File: src/design/bhcs_pkg.sv
package bhcs_pkg;

  // Field widths of the stream payloads.
  localparam int HALL_W   = 3;
  localparam int DRIVE_W  = 6;
  localparam int SPEED_W  = 8;
  localparam int WINDOW_W = 16;
  localparam int SHIFT_W  = 3;
  localparam int SEQ_W    = 3;

  // Packed widths, rounded up to whole bytes.
  localparam int IN_TDATA_W  = 8;
  localparam int OUT_TDATA_W = 16;
  localparam int CFG_DATA_W  = 16;

  // Register reset values.
  localparam logic [WINDOW_W-1:0] WINDOW_TICKS_RST = 16'd3906;
  localparam logic [SHIFT_W-1:0]  SPEED_SHIFT_RST  = 3'd2;

  // Speed clipping: above SPEED_CLIP the report reads SPEED_OOR.
  localparam logic [SPEED_W-1:0] SPEED_CLIP = 8'd254;
  localparam logic [SPEED_W-1:0] SPEED_OOR  = 8'd255;

  // Number of Hall codes in one electrical rotation.
  localparam logic [SEQ_W-1:0] SEQ_LEN = 3'd6;

  // Base gate patterns of the six-step table.
  localparam logic [DRIVE_W-1:0] DRIVE_PAT_A = 6'h29;
  localparam logic [DRIVE_W-1:0] DRIVE_PAT_B = 6'h26;
  localparam logic [DRIVE_W-1:0] DRIVE_PAT_C = 6'h1A;

  typedef enum logic [0:0] {
    CFG_WINDOW_TICKS = 1'b0,
    CFG_SPEED_SHIFT  = 1'b1
  } cfg_idx_t;

  typedef struct packed {
    logic [HALL_W-1:0] hall_code;
    logic              pwm_level;
    logic              tick;
  } item_t;

  typedef struct packed {
    logic [WINDOW_W-1:0] window_ticks;
    logic [SHIFT_W-1:0]  speed_shift;
  } cfg_t;

  // Expected Hall code at each position of the rotation order 3,1,5,4,6,2.
  function automatic logic [HALL_W-1:0] hall_order_at(input logic [SEQ_W-1:0] idx);
    logic [HALL_W-1:0] code;
    case (idx)
      3'd0:    code = 3'd3;
      3'd1:    code = 3'd1;
      3'd2:    code = 3'd5;
      3'd3:    code = 3'd4;
      3'd4:    code = 3'd6;
      3'd5:    code = 3'd2;
      default: code = 3'd0;
    endcase
    return code;
  endfunction

endpackage

File: src/design/bldc_hall_commutation_speed.sv
// Channel  Role    Payload, lowest bit first                                  Bits
// in_      slave   tdata: hall_code[2:0], pwm_level, tick, zero pad            8
// out_     master  tdata: bridge_drive[5:0], speed[7:0], pad; tuser: speed_valid  16+1
// cfg_     write   cfg_index selects register, cfg_wdata value                16
//
// A transaction is held in the input register until the result register is
// free, and its result is then registered there. One transaction per cycle is
// accepted while the output drains.
// Reset (rst_n low, synchronous) clears valid flags, counters, Hall position
// and last drive, and reloads the configuration defaults. With out_tready low
// the input register takes one more transaction before in_tready falls.
module bldc_hall_commutation_speed #(
  parameter int COUNT_WIDTH = 16
) (
  input  logic                                clk,
  input  logic                                rst_n,
  input  logic                                in_tvalid,
  output logic                                in_tready,
  // [2:0] hall_code, [3] pwm_level, [4] tick, [7:5] zero
  input  logic [bhcs_pkg::IN_TDATA_W-1:0]     in_tdata,
  output logic                                out_tvalid,
  input  logic                                out_tready,
  // [5:0] bridge_drive, [13:6] speed, [15:14] zero
  output logic [bhcs_pkg::OUT_TDATA_W-1:0]    out_tdata,
  // [0] speed_valid
  output logic                                out_tuser,
  input  logic                                cfg_we,
  input  logic                                cfg_index,
  input  logic [bhcs_pkg::CFG_DATA_W-1:0]     cfg_wdata
);

  logic                               s1_valid_r;
  logic                               s1_valid_nxt;
  bhcs_pkg::item_t                    s1_item_r;
  logic                               out_valid_r;
  logic                               out_valid_nxt;
  logic [bhcs_pkg::OUT_TDATA_W-1:0]   out_data_r;
  logic                               out_user_r;
  bhcs_pkg::cfg_t                     cfg_r;
  logic                               in_accept;
  logic                               s1_go;
  logic [bhcs_pkg::DRIVE_W-1:0]       drive;
  logic                               speed_valid;
  logic [bhcs_pkg::SPEED_W-1:0]       speed;
  bhcs_pkg::cfg_idx_t                 cfg_sel;

  // The held item moves on when the result register is empty or drained.
  assign s1_go     = s1_valid_r && (!out_valid_r || out_tready);
  assign in_tready = !s1_valid_r || s1_go;
  assign in_accept = in_tvalid && in_tready;

  assign s1_valid_nxt  = in_accept ? 1'b1 : (s1_go ? 1'b0 : s1_valid_r);
  assign out_valid_nxt = s1_go ? 1'b1 : (out_tready ? 1'b0 : out_valid_r);

  always_ff @(posedge clk) begin
    if (!rst_n) begin
      s1_valid_r  <= 1'b0;
      out_valid_r <= 1'b0;
    end else begin
      s1_valid_r  <= s1_valid_nxt;
      out_valid_r <= out_valid_nxt;
    end
  end

  always_ff @(posedge clk) begin
    if (in_accept) begin
      s1_item_r.hall_code <= in_tdata[2:0];
      s1_item_r.pwm_level <= in_tdata[3];
      s1_item_r.tick      <= in_tdata[4];
    end
    if (s1_go) begin
      out_data_r <= {2'b00, speed, drive};
      out_user_r <= speed_valid;
    end
  end

  // Configuration registers; writes must arrive only while the block is idle (the block does not enforce this).
  assign cfg_sel = bhcs_pkg::cfg_idx_t'(cfg_index);

  always_ff @(posedge clk) begin
    if (!rst_n) begin
      cfg_r.window_ticks <= bhcs_pkg::WINDOW_TICKS_RST;
      cfg_r.speed_shift  <= bhcs_pkg::SPEED_SHIFT_RST;
    end else if (cfg_we) begin
      case (cfg_sel)
        bhcs_pkg::CFG_WINDOW_TICKS: cfg_r.window_ticks <= cfg_wdata;
        bhcs_pkg::CFG_SPEED_SHIFT:  cfg_r.speed_shift  <= cfg_wdata[2:0];
        default: ;
      endcase
    end
  end

  bhcs_commutate u_commutate (
    .clk   (clk),
    .rst_n (rst_n),
    .fire  (s1_go),
    .item  (s1_item_r),
    .drive (drive)
  );

  bhcs_speed_meter #(
    .COUNT_WIDTH (COUNT_WIDTH)
  ) u_speed_meter (
    .clk         (clk),
    .rst_n       (rst_n),
    .fire        (s1_go),
    .item        (s1_item_r),
    .cfg         (cfg_r),
    .speed_valid (speed_valid),
    .speed       (speed)
  );

  assign out_tvalid = out_valid_r;
  assign out_tdata  = out_data_r;
  assign out_tuser  = out_user_r;

endmodule

File: src/design/bhcs_commutate.sv
module bhcs_commutate (
  input  logic                           clk,
  input  logic                           rst_n,
  input  logic                           fire,
  input  bhcs_pkg::item_t                item,
  output logic [bhcs_pkg::DRIVE_W-1:0]   drive
);

  logic [bhcs_pkg::DRIVE_W-1:0] last_drive_r;
  logic [bhcs_pkg::DRIVE_W-1:0] last_drive_nxt;
  logic [bhcs_pkg::DRIVE_W-1:0] pwm0;
  logic [bhcs_pkg::DRIVE_W-1:0] pwm2;
  logic [bhcs_pkg::DRIVE_W-1:0] pwm4;

  assign pwm0 = bhcs_pkg::DRIVE_W'(item.pwm_level);
  assign pwm2 = pwm0 << 2;
  assign pwm4 = pwm0 << 4;

  // Invalid Hall codes hold the previous pattern.
  always_comb begin
    case (item.hall_code)
      3'd1:    last_drive_nxt = bhcs_pkg::DRIVE_PAT_C | pwm0;
      3'd2:    last_drive_nxt = bhcs_pkg::DRIVE_PAT_A | pwm2;
      3'd3:    last_drive_nxt = bhcs_pkg::DRIVE_PAT_B | pwm0;
      3'd4:    last_drive_nxt = bhcs_pkg::DRIVE_PAT_B | pwm4;
      3'd5:    last_drive_nxt = bhcs_pkg::DRIVE_PAT_A | pwm4;
      3'd6:    last_drive_nxt = bhcs_pkg::DRIVE_PAT_C | pwm2;
      default: last_drive_nxt = last_drive_r;
    endcase
  end

  assign drive = last_drive_nxt;

  always_ff @(posedge clk) begin
    if (!rst_n) begin
      last_drive_r <= '0;
    end else if (fire) begin
      last_drive_r <= last_drive_nxt;
    end
  end

endmodule

File: src/design/bhcs_speed_meter.sv
module bhcs_speed_meter #(
  parameter int COUNT_WIDTH = 16
) (
  input  logic                           clk,
  input  logic                           rst_n,
  input  logic                           fire,
  input  bhcs_pkg::item_t                item,
  input  bhcs_pkg::cfg_t                 cfg,
  output logic                           speed_valid,
  output logic [bhcs_pkg::SPEED_W-1:0]   speed
);

  localparam int CMP_W = (COUNT_WIDTH > bhcs_pkg::WINDOW_W) ? COUNT_WIDTH
                                                            : bhcs_pkg::WINDOW_W;

  logic [COUNT_WIDTH-1:0]         tick_count_r;
  logic [COUNT_WIDTH-1:0]         tick_count_nxt;
  logic [COUNT_WIDTH-1:0]         rotation_count_r;
  logic [COUNT_WIDTH-1:0]         rotation_count_nxt;
  logic [bhcs_pkg::SEQ_W-1:0]     seq_index_r;
  logic [bhcs_pkg::SEQ_W-1:0]     seq_index_nxt;
  logic [COUNT_WIDTH-1:0]         tick_inc;
  logic [CMP_W-1:0]               limit;
  logic [COUNT_WIDTH-1:0]         rot_shifted;
  logic                           window_done;
  logic                           in_order;

  // Saturating tick count including this item's tick.
  assign tick_inc = (item.tick && (tick_count_r != '1)) ? tick_count_r + 1'b1
                                                        : tick_count_r;

  assign window_done = CMP_W'(tick_inc) >= CMP_W'(cfg.window_ticks);
  assign limit       = CMP_W'(bhcs_pkg::SPEED_CLIP) << cfg.speed_shift;
  assign rot_shifted = rotation_count_r >> cfg.speed_shift;

  // The position is checked before the order table is consulted.
  assign in_order = (seq_index_r < bhcs_pkg::SEQ_LEN) &&
                    (item.hall_code == bhcs_pkg::hall_order_at(seq_index_r));

  always_comb begin
    tick_count_nxt     = tick_inc;
    rotation_count_nxt = rotation_count_r;
    seq_index_nxt      = seq_index_r;
    speed_valid        = 1'b0;
    speed              = '0;
    if (window_done) begin
      speed_valid        = 1'b1;
      speed              = (CMP_W'(rotation_count_r) > limit) ? bhcs_pkg::SPEED_OOR
                                                              : rot_shifted[7:0];
      tick_count_nxt     = '0;
      rotation_count_nxt = '0;
    end else if (in_order) begin
      seq_index_nxt = seq_index_r + 1'b1;
    end else if (seq_index_r >= bhcs_pkg::SEQ_LEN) begin
      seq_index_nxt = '0;
      if (rotation_count_r != '1) begin
        rotation_count_nxt = rotation_count_r + 1'b1;
      end
    end
  end

  always_ff @(posedge clk) begin
    if (!rst_n) begin
      tick_count_r     <= '0;
      rotation_count_r <= '0;
      seq_index_r      <= '0;
    end else if (fire) begin
      tick_count_r     <= tick_count_nxt;
      rotation_count_r <= rotation_count_nxt;
      seq_index_r      <= seq_index_nxt;
    end
  end

endmodule

File: config.mk
export PLATFORM = sky130hd
export DESIGN_NAME = bldc_hall_commutation_speed
export DESIGN_NICKNAME = d
export VERILOG_FILES = /design/src/design/bhcs_pkg.sv /design/src/design/bldc_hall_commutation_speed.sv /design/src/design/bhcs_commutate.sv /design/src/design/bhcs_speed_meter.sv
export SDC_FILE = /design/constraint.sdc
export NUM_CORES = 1
export LEC_CHECK = 0
export ABC_AREA = 1
export ABC_CLOCK_PERIOD_IN_PS = 4950
export BUFFER_PORTS_ARGS = -buffer_cell sky130_fd_sc_hd__buf_2
export CAP_MARGIN = 20
export CORE_MARGIN = 5
export CORE_UTILIZATION = 65
export DETAILED_ROUTE_END_ITERATION = 16
export GPL_ROUTABILITY_DRIVEN = 1
export GPL_TIMING_DRIVEN = 0
export PLACE_DENSITY_LB_ADDON = 0.2
export SYNTH_ARGS = -nofsm -noshare
export SYNTH_HDL_FRONTEND = slang
export SYNTH_HIERARCHICAL = 1
export SYNTH_SLANG_ARGS = --single-unit
export TNS_END_PERCENT = 20
File: constraint.sdc
create_clock -name clk -period 4.95 [get_ports clk]
set_clock_uncertainty 0.05 [all_clocks]
set_input_delay 0 -clock clk [delete_from_list [all_inputs] [get_ports clk]]
set_output_delay 0 -clock clk [all_outputs]
set_load 0.1 [all_outputs]
==> flow_summary.json <==
{
  "r2r_start": "u_speed_meter/tick_count_r[0]$_SDFFE_PN0P_",
  "clk_pin_slew_ns": 0.09,
  "synth_area_per_cell_um2": 6.80,
  "crit_start": "u_speed_meter/tick_count_r[0]$_SDFFE_PN0P_",
  "num_rows": 34,
  "status": "finished clean",
  "route.vias.total": 5581,
  "synth_top_family_by_area": "simple AND/OR/NAND/NOR gates",
  "power_frac_comb": 0.234,
  "clock.fmax_mhz": 281,
  "grt_pass1_vias": 5368,
  "cts_buffer_depth": 2,
  "netlist_area_um2": 5640,
  "clockRootBuffer": "clkbuf_8",
  "crit_family": "simple AND/OR/NAND/NOR gates",
  "finalHoldViolCount": 0,
  "power.internal_mw": 1.04,
  "die_y_um": 103,
  "cts_resized": 0,
  "worst_pin_slew_ns": 0.598,
  "maxSlewViolCount": 0,
  "p_seq_frac": 0.471,
  "worstSetupPathType": "reg -> reg",
  "crit_end": "u_speed_meter/rotation_count_r[3]$_SDFFE_PN0P_",
  "io_buffers": 43,
  "first_pass_iters": 5,
  "ys_top_cells_by_count": "nand2_1 (206), inv_1 (126), nor2_1 (110)",
  "start_util": 0.657,
  "dieArea_um2": 10600,
  "sw_frac_of_total": 0.341,
  "cts_tree": "built",
  "synth_cell_types": 45,
  "synthFlopType": "dfxtp_1",
  "grt_pass1_wl_um": 24700,
  "finalCritPeriodShare": 0.718,
  "ant_nets": 0,
  "cts_sinks": 82,
  "io_pins": 49,
  "timing.rr.end": "u_speed_meter/rotation_count_r[3]$_SDFFE_PN0P_",
  "slowest_delay_ns": 0.43,
  "gp_congestion": 0.985,
  "yosys.area.top_type_share": 0.220,
  "synth-simple-area-share": 0.326,
  "drc": 0,
  "h-tree-depth": 3,
  "numCtsBuffers": 9,
  "totalWireLength_um": 14600,
  "min_period_ns": 3.56,
  "rsz0062_at_grt": "no",
  "finalNetCount": 984,
  "p_leak_nw": 3.20,
  "synth_fa_ha_area_frac": 0.0820,
  "ys_top_cells_by_area": "dfxtp_1 (22%), nand2_1 (14%), edfxtp_1 (11%)",
  "ys_seq_area_frac": 0.326,
  "ys_seq_elements": 82,
  "grt_start_max_net_pins": 19,
  "setup_viol": 0,
  "r2r_slack_ns": 1.39,
  "drv_cap": 0,
  "grt_usage": 0.293,
  "power.switching_uw": 539,
  "tns_ns": 0,
  "relSlewSlack": 0.601,
  "path_cells": "ha_1 -> inv_1 -> nor2_2 -> nand4_1 -> nand2_1 -> buf_4 -> nor2_1 -> xnor2_1 -> inv_1 -> ha_1 -> a21oi_1 -> nor2_1 -> nor2_1 -> nand2_1 -> nand2_1 -> nand2_1 -> nor2_4 -> nand2_4 -> buf_6 -> a21oi_1 -> nor2_1",
  "syn_inst": 830,
  "synthXorXnorAreaFrac": 0.0448,
  "wl_per_cell_um": 14.2,
  "antenna_found_initial": 0,
  "cp.required_ns": 5.15,
  "ir_worst_vdd_v": 0.000141,
  "pwr-share-clk": 0.295,
  "core_area_um2": 8590,
  "async_reset_ff_frac": 0,
  "cp-end-kind": "flip-flop",
  "total_power_mw": 1.58,
  "critPathBufInv": 4,
  "synthMuxAreaShare": 0,
  "synth_compound_gate_area_share": 0.0976,
  "num_antenna_cells": 0,
  "cp.arrival_ns": 3.76,
  "path_max_fanout": 10,
  "start_kind": "flip-flop",
  "hpwl_um": 10500,
  "power.density_nw_per_um2": 242,
  "yosys.area.top_type": "dfxtp_1",
  "cpMaxStageDelayCell": "dfxtp_1",
  "synth_edf_count": 20,
  "drtIter0Drc": 259,
  "yosysMostFrequentCell": "nand2_1",
  "worstHoldPathType": "in -> reg",
  "synthToLayoutAreaGrowth_pct": 15.6,
  "clk_latency_ns": 0.36,
  "r2r_cells": 21,
  "grt_overflow": 0,
  "cp.depth": 21,
  "layout-drive-gt1-share": 0.123,
  "yosysWarnings": 6,
  "die_width_um": 103,
  "via_per_inst": 5.42
}
worst register-to-register path: stages (launching register included):
cell and delay [ns]:
dfxtp_1 0.43, ha_1 0.26, inv_1 0.09, nor2_2 0.20
nand4_1 0.13, nand2_1 0.11, buf_4 0.19, nor2_1 0.07
xnor2_1 0.16, inv_1 0.09, ha_1 0.30, a21oi_1 0.15
nor2_1 0.07, nor2_1 0.13, nand2_1 0.07, nand2_1 0.12
nand2_1 0.11, nor2_4 0.22, nand2_4 0.14, buf_6 0.17
a21oi_1 0.15, nor2_1 0.07
worst min-delay path by stage:
| stage | endpoint | cells past startpoint | from | slack, ns |
|---|---|---|---|---|
| after floorplan | s1_item_r[0]$_DFFE_PP_ | 0 | in_tdata[4] | 0.05 |
| after global placement | s1_item_r[0]$_DFFE_PP_ | 1 | in_tdata[4] | 0.13 |
| after detailed placement | s1_item_r[2]$_DFFE_PP_ | 1 | in_tdata[0] | 0.13 |
| after CTS | cfg_r[16]$_SDFFE_PN0P_ | 4 | cfg_index | 0.02 |
| after global routing | cfg_r[14]$_SDFFE_PN1P_ | 4 | cfg_we | 0.08 |
| final | cfg_r[9]$_SDFFE_PN1P_ | 4 | cfg_we | 0.04 |
metal layers:
metal,up-vias,global-route usage,wire length (µm)
li1,2803,-,-
met1,2513,0.351,5840
met2,215,0.517,7250
met3,50,0.0329,883
met4,0,0.149,663
met5,-,0,0
layout by cell type (no fill, tap or decap), types with 2 or more instances in the layout:
master | netlist | layout
nand2_1 | 206 | 206
inv_1 | 126 | 126
nor2_1 | 110 | 110
nand3_1 | 63 | 63
dfxtp_1 | 62 | 62
a21oi_1 | 49 | 48
buf_2 | 5 | 48
ha_1 | 37 | 37
dlygate4sd3_1 | 0 | 31
o21ai_0 | 31 | 31
edfxtp_1 | 20 | 20
xor2_1 | 19 | 19
clkbuf_8 | 2 | 12
nand3_2 | 8 | 8
xnor2_1 | 8 | 8
nand4_1 | 8 | 8
buf_4 | 7 | 7
nor3_1 | 7 | 7
buf_6 | 6 | 6
nor2_2 | 5 | 5
nand2_2 | 5 | 5
nand3b_1 | 5 | 5
inv_2 | 4 | 4
o21ai_1 | 4 | 4
clkbuf_1 | 4 | 4
a221oi_1 | 3 | 3
o221ai_1 | 3 | 3
conb_1 | 1 | 2
clkinv_4 | 0 | 2
clkinv_1 | 1 | 2
nor3_2 | 2 | 2
nor2_4 | 2 | 2
a22oi_1 | 2 | 2
nand2_4 | 2 | 2
sequential cells by signal, indices dropped and copies added (netlist names):
register / flops
s1_valid_r: 1
out_tvalid: 1
u_commutate/last_drive_r: 6
u_speed_meter/seq_index_r: 3
out_tuser: 1
cfg_r: 19
s1_item_r: 5
u_speed_meter/rotation_count_r: 16
u_speed_meter/tick_count_r: 16
out_tdata: 14
metrics by stage:
step | area, µm² | utilization | instances | hold slack [ns] | worst slack [ns]
CTS | 6530 | 0.759 | 1030 | 0.0223 | 1.43
finish | 6530 | 0.759 | 1030 | 0.0390 | 1.39
global placement | 6000 | 0.698 | 982 | 0.127 | 1.63
detailed placement | 6030 | 0.702 | 983 | 0.128 | 1.46
global route | 6530 | 0.759 | 1030 | 0.0849 | 1.12
floorplan | 5650 | - | 831 | 0.0489 | 2.06
cell families (layout without fill, tap and decap cells):
logic type | after synthesis | in the layout
flops | 82 | 82
buf+inv | 158 | 249
compound gates | 100 | 100
fa+ha+maj | 37 | 37
simple gates | 424 | 424
other cells | 1 | 2
xor+xnor | 28 | 28
final cells by class:
class | count | area [µm²]
repair buffers | 75 | 553
plain buffers | 26 | 196
flip-flops and latches | 82 | 1840
well taps | 108 | 135
clock buffers | 10 | 138
inverters | 132 | 497
clock inverters | 6 | 48.8
fillers | 672 | 2070
multi-input cells | 591 | 3120
power by group through the flow:
stage,Sequential (mW),Combinational (mW),Clock (mW)
after floorplan,0.811,0.208,0
final,0.744,0.369,0.467
after global routing,0.748,0.407,0.500
after detailed placement,0.758,0.343,0
after CTS,0.743,0.363,0.472
after global placement,0.758,0.329,0
what timing repair did:
item / 4_1_cts / 5_1_grt
endpoints found under the setup margin: 0 / 0
hold buffers: 31 / 0
endpoints found under the hold margin: 27 / 0
setup buffers: 0 / 0
Note: power is estimated with default switching activity, not from simulation.
